$ cat src/sv/pidc_pkg.sv
// shared types and constants for the pid step block
// no dependencies
package pidc_pkg;

	localparam int DATA_W     = 16;             // measured, target, drive, gains
	localparam int ERR_W      = DATA_W + 1;     // target - measured
	localparam int DERR_W     = ERR_W + 1;      // error change
	localparam int INTEG_W    = 32;             // running integral
	localparam int LIMIT_W    = INTEG_W - 1;    // integral magnitude bound
	localparam int FRAC_W     = 8;              // q8.8 gains
	localparam int PROD_P_W   = DATA_W + ERR_W;
	localparam int PROD_I_W   = DATA_W + INTEG_W;
	localparam int PROD_D_W   = DATA_W + DERR_W;
	localparam int SUM_W      = PROD_I_W + 2;   // three products, headroom
	localparam int SHIFTED_W  = SUM_W - FRAC_W;
	localparam int CFG_IDX_W  = 3;
	localparam int CFG_DATA_W = 32;

	typedef enum logic [CFG_IDX_W-1:0] {
		CFG_PROP_GAIN      = 3'd0,
		CFG_INTEG_GAIN     = 3'd1,
		CFG_DERIV_GAIN     = 3'd2,
		CFG_INTEGRAL_LIMIT = 3'd3,
		CFG_CLAMP_ENABLE   = 3'd4,
		CFG_DRIVE_MAX      = 3'd5,
		CFG_DRIVE_MIN      = 3'd6
	} cfg_idx_t;

	typedef struct packed {
		logic signed [DATA_W-1:0] prop_gain;
		logic signed [DATA_W-1:0] integ_gain;
		logic signed [DATA_W-1:0] deriv_gain;
		logic [LIMIT_W-1:0]       integral_limit;
		logic                     clamp_enable;
		logic signed [DATA_W-1:0] drive_max;
		logic signed [DATA_W-1:0] drive_min;
	} cfg_t;

endpackage

$ cat src/sv/pid_step_with_clamps.sv
// pid step block: sample input register, loop state, gain products, output clamp
// depends on pidc_pkg, pidc_cfg, pidc_state, pidc_terms
//
// usage
//   sample channel: measured and target arrive with sample_valid; a word is taken
//   at a clock edge with sample_valid high and sample_stall low.
//   drive channel: one drive word per sample, shown with drive_valid; the
//   receiver takes it at an edge with drive_stall low, and may hold drive_stall
//   as long as it likes, the word stays put meanwhile.
//   config channel: cfg_index/cfg_data written when cfg_valid and cfg_ready are
//   high; cfg_ready is always high, unknown indexes are dropped. write the
//   gains and limits only while no sample is in flight.
// timing
//   five register stages: sample register, error/integral stage, product stage,
//   sum stage, output register; a sample passes through them in this order to
//   drive_valid. one sample per cycle is sustained while drive_stall is low;
//   a stage refills as the next moves, so a stall backs up the stages behind.
// reset
//   arst_n clears the integral, the stored error, all stage valids and loads the
//   register defaults (gains 0, limit full scale, clamp off, bounds full range).
module pid_step_with_clamps (
	input  logic                                 clk,
	input  logic                                 arst_n,
	input  logic                                 sample_valid,
	output logic                                 sample_stall,
	input  logic signed [pidc_pkg::DATA_W-1:0]   measured,
	input  logic signed [pidc_pkg::DATA_W-1:0]   target,
	output logic                                 drive_valid,
	input  logic                                 drive_stall,
	output logic signed [pidc_pkg::DATA_W-1:0]   drive,
	input  logic                                 cfg_valid,
	output logic                                 cfg_ready,
	input  logic [pidc_pkg::CFG_IDX_W-1:0]       cfg_index,
	input  logic [pidc_pkg::CFG_DATA_W-1:0]      cfg_data
);
	import pidc_pkg::*;

	cfg_t                       cfg;

	// sample register
	logic                       valid_s1;
	logic                       en_s1;
	logic signed [DATA_W-1:0]   meas_s1;
	logic signed [DATA_W-1:0]   tgt_s1;

	// error / integral stage
	logic                       en_s2;
	logic                       valid_s2;
	logic signed [ERR_W-1:0]    err_s2;
	logic signed [INTEG_W-1:0]  integ_s2;
	logic signed [DERR_W-1:0]   derr_s2;

	// product and sum stages
	logic                       en_s3;
	logic                       valid_s4;
	logic signed [SHIFTED_W-1:0] shifted_s4;

	// output register
	logic                       en_out;
	logic signed [SHIFTED_W-1:0] upper_c;
	logic signed [SHIFTED_W-1:0] bounded_c;
	logic signed [DATA_W-1:0]   drive_q;
	logic                       drive_valid_q;

	pidc_cfg u_cfg (
		.clk       (clk),
		.arst_n    (arst_n),
		.cfg_valid (cfg_valid),
		.cfg_ready (cfg_ready),
		.cfg_index (cfg_index),
		.cfg_data  (cfg_data),
		.cfg       (cfg)
	);

	// each stage moves when the one after it is empty or moving
	assign en_out       = !drive_valid_q || !drive_stall;
	assign en_s1        = !valid_s1 || en_s2;
	assign sample_stall = !en_s1;

	always_ff @(posedge clk or negedge arst_n) begin
		if (!arst_n)
			valid_s1 <= 1'b0;
		else if (en_s1)
			valid_s1 <= sample_valid;
	end

	always_ff @(posedge clk) begin
		if (en_s1 && sample_valid) begin
			meas_s1 <= measured;
			tgt_s1  <= target;
		end
	end

	pidc_state u_state (
		.clk      (clk),
		.arst_n   (arst_n),
		.cfg      (cfg),
		.up_valid (valid_s1),
		.up_en    (en_s2),
		.meas_s1  (meas_s1),
		.tgt_s1   (tgt_s1),
		.valid_s2 (valid_s2),
		.down_en  (en_s3),
		.err_s2   (err_s2),
		.integ_s2 (integ_s2),
		.derr_s2  (derr_s2)
	);

	pidc_terms u_terms (
		.clk        (clk),
		.arst_n     (arst_n),
		.cfg        (cfg),
		.up_valid   (valid_s2),
		.up_en      (en_s3),
		.err_s2     (err_s2),
		.integ_s2   (integ_s2),
		.derr_s2    (derr_s2),
		.valid_s4   (valid_s4),
		.down_en    (en_out),
		.shifted_s4 (shifted_s4)
	);

	// upper bound first, then lower bound; with inverted bounds the lower wins
	always_comb begin
		upper_c = (shifted_s4 >= SHIFTED_W'(cfg.drive_max)) ? SHIFTED_W'(cfg.drive_max)
			: shifted_s4;
		bounded_c = (upper_c <= SHIFTED_W'(cfg.drive_min)) ? SHIFTED_W'(cfg.drive_min)
			: upper_c;
	end

	always_ff @(posedge clk or negedge arst_n) begin
		if (!arst_n)
			drive_valid_q <= 1'b0;
		else if (en_out)
			drive_valid_q <= valid_s4;
	end

	// bounded_c always lies within the 16-bit bounds, so the low bits are exact
	always_ff @(posedge clk) begin
		if (en_out && valid_s4)
			drive_q <= bounded_c[DATA_W-1:0];
	end

	assign drive_valid = drive_valid_q;
	assign drive       = drive_q;

	a_empty_never_stalls: assert property (@(posedge clk) disable iff (!arst_n)
		!drive_valid |-> !sample_stall)
		else $error("sample stalled with empty output register");

endmodule

$ cat src/sv/pidc_cfg.sv
// configuration register file for the pid step block
// depends on pidc_pkg
module pidc_cfg (
	input  logic                              clk,
	input  logic                              arst_n,
	input  logic                              cfg_valid,
	output logic                              cfg_ready,
	input  logic [pidc_pkg::CFG_IDX_W-1:0]    cfg_index,
	input  logic [pidc_pkg::CFG_DATA_W-1:0]   cfg_data,
	output pidc_pkg::cfg_t                    cfg
);
	import pidc_pkg::*;

	cfg_t cfg_q;

	assign cfg_ready = 1'b1;
	assign cfg       = cfg_q;

	always_ff @(posedge clk or negedge arst_n) begin
		if (!arst_n) begin
			cfg_q.prop_gain      <= '0;
			cfg_q.integ_gain     <= '0;
			cfg_q.deriv_gain     <= '0;
			cfg_q.integral_limit <= '1;
			cfg_q.clamp_enable   <= 1'b0;
			cfg_q.drive_max      <= DATA_W'(16'sh7fff);
			cfg_q.drive_min      <= DATA_W'(16'sh8000);
		end else if (cfg_valid && cfg_ready) begin
			unique case (cfg_idx_t'(cfg_index))
				CFG_PROP_GAIN:      cfg_q.prop_gain      <= cfg_data[DATA_W-1:0];
				CFG_INTEG_GAIN:     cfg_q.integ_gain     <= cfg_data[DATA_W-1:0];
				CFG_DERIV_GAIN:     cfg_q.deriv_gain     <= cfg_data[DATA_W-1:0];
				CFG_INTEGRAL_LIMIT: cfg_q.integral_limit <= cfg_data[LIMIT_W-1:0];
				CFG_CLAMP_ENABLE:   cfg_q.clamp_enable   <= cfg_data[0];
				CFG_DRIVE_MAX:      cfg_q.drive_max      <= cfg_data[DATA_W-1:0];
				CFG_DRIVE_MIN:      cfg_q.drive_min      <= cfg_data[DATA_W-1:0];
				default: ;
			endcase
		end
	end

endmodule

$ cat src/sv/pidc_state.sv
// error, saturating integral and error change stage; holds the loop state
// depends on pidc_pkg
module pidc_state (
	input  logic                               clk,
	input  logic                               arst_n,
	input  pidc_pkg::cfg_t                     cfg,
	input  logic                               up_valid,
	output logic                               up_en,
	input  logic signed [pidc_pkg::DATA_W-1:0] meas_s1,
	input  logic signed [pidc_pkg::DATA_W-1:0] tgt_s1,
	output logic                               valid_s2,
	input  logic                               down_en,
	output logic signed [pidc_pkg::ERR_W-1:0]  err_s2,
	output logic signed [pidc_pkg::INTEG_W-1:0] integ_s2,
	output logic signed [pidc_pkg::DERR_W-1:0] derr_s2
);
	import pidc_pkg::*;

	logic signed [INTEG_W-1:0] integral_q;
	logic signed [ERR_W-1:0]   prev_error_q;
	logic signed [ERR_W-1:0]   err_c;
	logic signed [INTEG_W:0]   acc_c;
	logic signed [INTEG_W-1:0] sat_c;
	logic signed [INTEG_W-1:0] lim_c;
	logic signed [INTEG_W-1:0] next_integ_c;
	logic                      take;

	assign up_en = !valid_s2 || down_en;
	assign take  = up_valid && up_en;

	assign err_c = ERR_W'(tgt_s1) - ERR_W'(meas_s1);
	assign acc_c = (INTEG_W+1)'(integral_q) + (INTEG_W+1)'(err_c);
	assign lim_c = $signed({1'b0, cfg.integral_limit});

	always_comb begin
		// saturate at the 32-bit bounds
		if (acc_c[INTEG_W] != acc_c[INTEG_W-1])
			sat_c = acc_c[INTEG_W] ? {1'b1, {(INTEG_W-1){1'b0}}} : {1'b0, {(INTEG_W-1){1'b1}}};
		else
			sat_c = acc_c[INTEG_W-1:0];
		next_integ_c = sat_c;
		if (cfg.clamp_enable) begin
			if (next_integ_c > lim_c)
				next_integ_c = lim_c;
			if (next_integ_c < -lim_c)
				next_integ_c = -lim_c;
		end
	end

	always_ff @(posedge clk or negedge arst_n) begin
		if (!arst_n) begin
			valid_s2     <= 1'b0;
			integral_q   <= '0;
			prev_error_q <= '0;
		end else begin
			if (up_en)
				valid_s2 <= up_valid;
			if (take) begin
				integral_q   <= next_integ_c;
				prev_error_q <= err_c;
			end
		end
	end

	always_ff @(posedge clk) begin
		if (take)
			derr_s2 <= DERR_W'(err_c) - DERR_W'(prev_error_q);
	end

	// the stored state is the stage payload
	assign err_s2   = prev_error_q;
	assign integ_s2 = integral_q;

	a_clamp_holds: assert property (@(posedge clk) disable iff (!arst_n)
		take && cfg.clamp_enable |=>
		(integral_q <= $past(lim_c)) && (integral_q >= -$past(lim_c)))
		else $error("integral outside clamp limit");

	a_no_wrap_up: assert property (@(posedge clk) disable iff (!arst_n)
		take && !integral_q[INTEG_W-1] && !err_c[ERR_W-1] |=> !integral_q[INTEG_W-1])
		else $error("integral wrapped negative");

endmodule

$ cat src/sv/pidc_terms.sv
// gain products and q8.8 sum stages of the pid step block
// depends on pidc_pkg
module pidc_terms (
	input  logic                                  clk,
	input  logic                                  arst_n,
	input  pidc_pkg::cfg_t                        cfg,
	input  logic                                  up_valid,
	output logic                                  up_en,
	input  logic signed [pidc_pkg::ERR_W-1:0]     err_s2,
	input  logic signed [pidc_pkg::INTEG_W-1:0]   integ_s2,
	input  logic signed [pidc_pkg::DERR_W-1:0]    derr_s2,
	output logic                                  valid_s4,
	input  logic                                  down_en,
	output logic signed [pidc_pkg::SHIFTED_W-1:0] shifted_s4
);
	import pidc_pkg::*;

	logic                       valid_s3;
	logic                       en_s3;
	logic                       en_s4;
	logic signed [PROD_P_W-1:0] prod_p_s3;
	logic signed [PROD_I_W-1:0] prod_i_s3;
	logic signed [PROD_D_W-1:0] prod_d_s3;
	logic signed [SUM_W-1:0]    sum_c;

	assign en_s4 = !valid_s4 || down_en;
	assign en_s3 = !valid_s3 || en_s4;
	assign up_en = en_s3;

	assign sum_c = SUM_W'(prod_p_s3) + SUM_W'(prod_i_s3) + SUM_W'(prod_d_s3);

	always_ff @(posedge clk or negedge arst_n) begin
		if (!arst_n) begin
			valid_s3 <= 1'b0;
			valid_s4 <= 1'b0;
		end else begin
			if (en_s3)
				valid_s3 <= up_valid;
			if (en_s4)
				valid_s4 <= valid_s3;
		end
	end

	always_ff @(posedge clk) begin
		if (en_s3 && up_valid) begin
			prod_p_s3 <= PROD_P_W'(cfg.prop_gain) * PROD_P_W'(err_s2);
			prod_i_s3 <= PROD_I_W'(cfg.integ_gain) * PROD_I_W'(integ_s2);
			prod_d_s3 <= PROD_D_W'(cfg.deriv_gain) * PROD_D_W'(derr_s2);
		end
		// arithmetic shift by the fraction width rounds toward minus infinity
		if (en_s4 && valid_s3)
			shifted_s4 <= sum_c[SUM_W-1:FRAC_W];
	end

endmodule
$ cat config.mk
export PLATFORM = sky130hd
export DESIGN_NAME = pid_step_with_clamps
export DESIGN_NICKNAME = d
export VERILOG_FILES = /design/src/sv/pidc_pkg.sv /design/src/sv/pid_step_with_clamps.sv /design/src/sv/pidc_cfg.sv /design/src/sv/pidc_state.sv /design/src/sv/pidc_terms.sv
export SDC_FILE = /design/constraint.sdc
export NUM_CORES = 2
export LEC_CHECK = 0
export BUFFER_PORTS_ARGS = -buffer_cell sky130_fd_sc_hd__buf_2
export CORE_ASPECT_RATIO = 1.5
export CORE_MARGIN = 2
export CORE_UTILIZATION = 50
export CTS_CLUSTER_SIZE = 28
export DETAILED_ROUTE_END_ITERATION = 12
export GPL_ROUTABILITY_DRIVEN = 0
export GPL_TIMING_DRIVEN = 0
export PLACE_DENSITY_LB_ADDON = 0.05
export REMOVE_ABC_BUFFERS = 1
export SLEW_MARGIN = 15
export SYNTH_ARGS = -nofsm -noshare
export SYNTH_HDL_FRONTEND = slang
export SYNTH_HIERARCHICAL = 1
export SYNTH_SLANG_ARGS = --single-unit
$ cat constraint.sdc
create_clock -name clk -period 17.2 [get_ports clk]
set_input_delay 0.86 -clock clk [delete_from_list [all_inputs] [get_ports clk]]
set_output_delay 0.86 -clock clk [all_outputs]
set_load 0.005 [all_outputs]
# Word level (Yosys, flattened, before mapping)
# Index checks and enable logic that the tools add are counted.
[totals]
word_cells = 75
output_inout_bits = 19
register_bits = 389
[classes]
add_sub_neg = 6
eq_ne = 7
mul = 3
reduce_logical = 25
mux = 8
order_cmp = 4
[op_table]
columns = ["cell", "count"]
rows = [
  ["32-bit two-way mux", 6],
  ["49-bit by 34-bit adder with 50-bit output", 1],
  ["33-bit by 48-bit adder with 49-bit output", 1],
  ["16-bit by 32-bit multiplier with 48-bit output", 1],
  ["42-bit by 16-bit >= comparator with 1-bit output", 1],
  ["42-bit by 16-bit less-or-equal comparator with 1-bit output", 1],
  ["42-bit two-way mux", 1],
  ["16-bit by 18-bit multiplier with 34-bit output", 1],
  ["32-bit by 17-bit adder with 33-bit output", 1],
  ["16-bit by 17-bit multiplier with 33-bit output", 1],
  ["32-bit greater-than comparator", 1],
  ["32-bit less-than comparator", 1],
  ["31-bit negation with 32-bit output", 1],
  ["17-bit by 17-bit subtractor with 18-bit output", 1],
  ["16-bit by 16-bit subtractor with 17-bit output", 1],
  ["16-bit two-way mux", 1],
  ["2-bit AND reduction", 7],
  ["3-bit equality test, second input constant", 3],
  ["1-bit logical NOT", 7],
  ["3-bit by 2-bit equality test with 1-bit output, second input constant", 2],
  ["1-bit logical AND", 5],
  ["1-bit logical OR", 5],
  ["3-bit by 1-bit equality test with 1-bit output, second input constant", 1],
  ["3-bit logical NOT", 1],
  ["1-bit != test", 1],
]

# Longest topological paths before layout
[depth]
ltp_word = 10
depth_mapped = 54
mapped_depth_nobuf = 50

# Cells and area by module
# The synthesis kept the hierarchy.
[by_module_without_submodules]
columns = ["mod", "area_per_inst_um2", "instances", "seq_area_each_um2", "cells_per_inst"]
rows = [
  ["pidc_terms", 46388.2, 1, 4764.6, 4857],
  ["pidc_state", 8841.0, 1, 1791.7, 1109],
  ["pidc_cfg", 4327.9, 1, 2861.5, 244],
  ["pid_step_with_clamps", 4185.3, 1, 1491.4, 374],
]

# Worst setup path before layout
# Ideal clock, no wire load.
[synth_timing]
path_type = "flip-flop to flip-flop"
startpoint = "register meas_s1[0]"
endpoint = "register u_state.integral_q[25], in the netlist u_state/integ_s2[25]"
arrival_time_ps = 10133
t_required_ps = 17067
n_path_buf = 5
synth_period_minus_slack_ps = 10266
slack_ps = 6934
path_stages_with_launch = 48
setup_time_ps = 133
path_cell_list = "edfxtp_1 ha_1 fa_1 nor2b_1 o21ai_0 a21boi_0 o21ai_0 a21boi_0 o21ai_0 a21oi_1 nor4_1 o31ai_1 o22ai_1 ha_1 and2_1 nand4_1 or2_2 or3b_4 [12 not listed] o21ai_4 buf_4 buf_2 mux2_2 ha_1 and4_1 nand3_1 or4_1 nor2_1 o211ai_1 nor3_1 o21ai_1 a31oi_2 buf_6 buf_6 nor2_1 o221ai_1 o22ai_1"
[synth_via]
elab_chain_cells = 10
word_cells_on_any_way = 11
cone_classes = "2 x add/sub; 2 x order compare; 1 x eq/ne; 6 x mux"
[synth_lines]
columns = ["item", "line", "text"]
rows = [
  ["start: declaration", "pid_step_with_clamps.sv:43", "logic signed [DATA_W-1:0] meas_s1;"],
  ["start signal: assignment", "pid_step_with_clamps.sv:89", "meas_s1 <= measured;"],
  ["16-bit by 16-bit subtractor with 17-bit output (*)", "pidc_state.sv:31", "assign err_c = ERR_W'(tgt_s1) - ERR_W'(meas_s1);"],
  ["named net u_state.err_c[16]", "pidc_state.sv:21", "logic signed [ERR_W-1:0] err_c;"],
  ["32-bit by 17-bit adder with 33-bit output (*)", "pidc_state.sv:32", "assign acc_c = (INTEG_W+1)'(integral_q) + (INTEG_W+1)'(err_c);"],
  ["32-bit two-way mux / 1-bit != test (equally long branches)", "pidc_state.sv:38, pidc_state.sv:37", ""],
  ["32-bit two-way mux (*)", "pidc_state.sv:37", "if (acc_c[INTEG_W] != acc_c[INTEG_W-1])"],
  ["32-bit greater-than comparator", "pidc_state.sv:43", "if (next_integ_c > lim_c)"],
  ["32-bit two-way mux", "pidc_state.sv:43", ""],
  ["32-bit two-way mux", "pidc_state.sv:42", "if (cfg.clamp_enable) begin"],
  ["32-bit less-than comparator", "pidc_state.sv:45", "if (next_integ_c < -lim_c)"],
  ["32-bit two-way mux", "pidc_state.sv:45", ""],
  ["32-bit two-way mux (*)", "pidc_state.sv:42", ""],
  ["end signal: assignment", "pidc_state.sv:59", "integral_q <= next_integ_c;"],
  ["end: declaration", "pidc_state.sv:19", "logic signed [INTEG_W-1:0] integral_q;"],
]
# Mark *: on every way through the listed nets, which the timed path passes. The rest lies on a longest branch. The select of a mux whose other input is x is not followed.
# A chain may end at the register's enable or synchronous reset.

# Worst setup path after layout
[layout_timing]
startpoint = "register meas_s1[0]"
endpoint = "register u_state.integral_q[0], in the netlist u_state/integ_s2[0]"
# Same word-level chain as after synthesis.

==> metrics <==
status=finished, final reports clean; ys flop type=edfxtp_1; Final Hold Fails=0; max cap viols=0; die area=between 100000 and 150000 um^2; largest net degree at the start of global routing=79; # fillers=11800; Initial DRC Count=1936; delay of the slowest critical-path stage=0.78 ns; Port Buffers=88; DRC viols=0; clock-pin slew on the worst setup and hold paths=around 0.06 ns; hold crit path type=input pin to asynchronous set/reset pin; Max-Slew Margin vs Limit=0.171; vias per inst=5.45; leading cell types in the layout, fill and taps excluded=inv_1, fa_1, nand2_1, ha_1, and2_1; Routed WL per cell=21.3 um; core outline area=127000 um^2; Final Max Slew Viols=0; row cnt=160; grt total ovfl=0; Worst-Margin Slew=1.24 ns; register area share after synthesis=0.171; R2R Setup Slk=2.26 ns; Worst Path Required=17.71 ns; highest clock rate=66.9 MHz; Total Nets Final=between 8000 and 9000; commonest non-fill, non-tap cell in the layout=inv_1; total vias in the final route=45000; antenna violation net count after detailed routing=0; final WL=176000 um; worst r2r dst=u_state/integ_s2[0]; IO Pins=91; CTS Root Cell=clkbuf_16; CP Max Fanout=26; crit path kind=register to register; fraction of registers with async set/reset=0.427; Max Root-Sink Buffers=3; CP endpoint kind=register; clock tree from TritonCTS=done; Area growth syn-to-layout=5.88%; fin crit share=0.869; clock sinks=389; CP arrival=between 15 and 20 ns; # resized after CTS=0; initial antenna violation count=14; Post-CTS Setup Bufs=0; die height=441 um; sequential standard cell area=10900 um^2; YS warnings=6; Setup crit start kind=register; number of enable flip-flop cells after synthesis=223; setup TNS=0 ns; vias in the first global route=48900; Post-Syn Area=63700 um^2; hpwl dp=between 100000 and 150000 um; share of layout cells above drive strength 1=0.0755; global-route wire length before repair=279000 um; Multi-input gate area=46800 um^2; Clk Latency, worst-skew pair=0.63 ns; RSZ-0062 raised after global routing=false; min cycle time layout=14.94 ns; FF-to-FF Start=meas_s1[0]; Synth cell types=slightly above 100; H-tree Lvls=2; #FFs+latches synth=389; GRT Resource Usage Total=0.282; Die X=296 um; hold_buf cts=0; Setup violations, final=0; Starting Density=0.503; Fin Clk Skew=0.0236 ns; first-pass iteration count of the detailed router=5; synthesized instance count=6584; CTS buffer count=47; Syn Area/Cell=a little under 10 um^2; cell with the largest stage delay on the worst path=nand2_1; Reg2Reg Depth=46
## cell usage after synthesis (all sizes together) (43+ instances only)
cell	instances	area (um^2)
a21o	127	957
edfxtp	223	6700
nand2	766	2880
xnor2	169	1480
a211oi	43	338
nand4	49	313
nor3	44	225
clkbuf	193	724
dfrtp	119	2980
nand2b	46	288
fa	1102	22100
dfstp	47	1230
mux2	173	2050
inv	1353	5080
a31oi	43	282
ha	545	6820
nand3	55	285
and2	425	2660
nor2	232	881
xor2	58	508
a21oi	221	1120
o21ai	208	1060
## sequential cells by signal, indices dropped and copies added, names as in the netlist
signal              count
u_terms/prod_p_s3      33
u_state/valid_s2        1
u_state/integ_s2       32
meas_s1                16
u_state/err_s2         17
u_terms/prod_d_s3      34
tgt_s1                 16
u_state/derr_s2        18
drive                  16
u_terms/shifted_s4     42
u_terms/prod_i_s3      48
u_cfg/cfg             112
valid_s1                1
u_terms/valid_s4        1
u_terms/valid_s3        1
drive_valid             1
## worst max-delay path by stage
stage | cells after the start | slack [ns] | start | endpoint
after global placement | 44 | 0.41 | tgt_s1[0] | u_state/integ_s2[0]
after CTS | 47 | 2.29 | meas_s1[0] | u_state/integ_s2[0]
after global routing | 47 | 1.30 | meas_s1[0] | u_state/integ_s2[0]
final | 46 | 2.26 | meas_s1[0] | u_state/integ_s2[0]
after detailed placement | 47 | 2.33 | meas_s1[0] | u_state/integ_s2[0]
after floorplan | 44 | 5.50 | meas_s1[0] | u_state/integ_s2[0]
## logic make-up after synthesis
logic type                 share of synthesized area
other                                      0.0000588
xor gates and xnor gates                      0.0312
adders and majority gates                      0.453
AOI/OAI and AO/OA                             0.0848
muxes                                         0.0339
DFF                                            0.171
buffers and inverters                         0.0954
and+or+nand+nor                                0.130
## through the flow
step | cell area [um^2] | hold WS, ns | instances | utilization | setup WS (ns)
after floorplan | 62700 | 0.449 | 6359 | - | 5.50
after global placement | 65300 | 0.460 | 8148 | 0.515 | 0.408
after detailed placement | 65900 | 0.471 | 8173 | 0.520 | 2.33
after CTS | 67500 | 0.0721 | 8259 | 0.532 | 2.29
after global routing | 67500 | 0.0986 | 8262 | 0.532 | 1.30
final | 67500 | 0.107 | 8268 | 0.533 | 2.26
## worst max-delay path, delay by kind of cell (launching register included)
kind	cells	cell delay, ns
flip-flops	1	0.36
adder cells (fa/ha/maj)	6	2.53
AO/OA/AOI/OAI	18	5.48
AND/OR/NAND/NOR	16	4.68
buffers and inverters	5	1.37
multiplexers	1	0.32
## per-layer routing
layer  track usage  up-vias  part of all wire
met1         0.329    23400              0.39
li1              -    20600                 -
met4         0.114        6             0.044
met2         0.531      800              0.54
met5             0        -           0.00024
met3        0.0220      290             0.028
## cell type report
class	count	share of cell area
multi-input cells	4616	0.693
inverters	1354	0.0754
well taps	1701	0.0315
clock inverters	36	0.00551
repair buffers	114	0.0142
clock buffers	50	0.0180
diodes	8	0.000297
flip-flops and latches	389	0.162
Power is not shown: default switching activity piles up to over one toggle a cycle in this logic, so the estimate is an artifact.
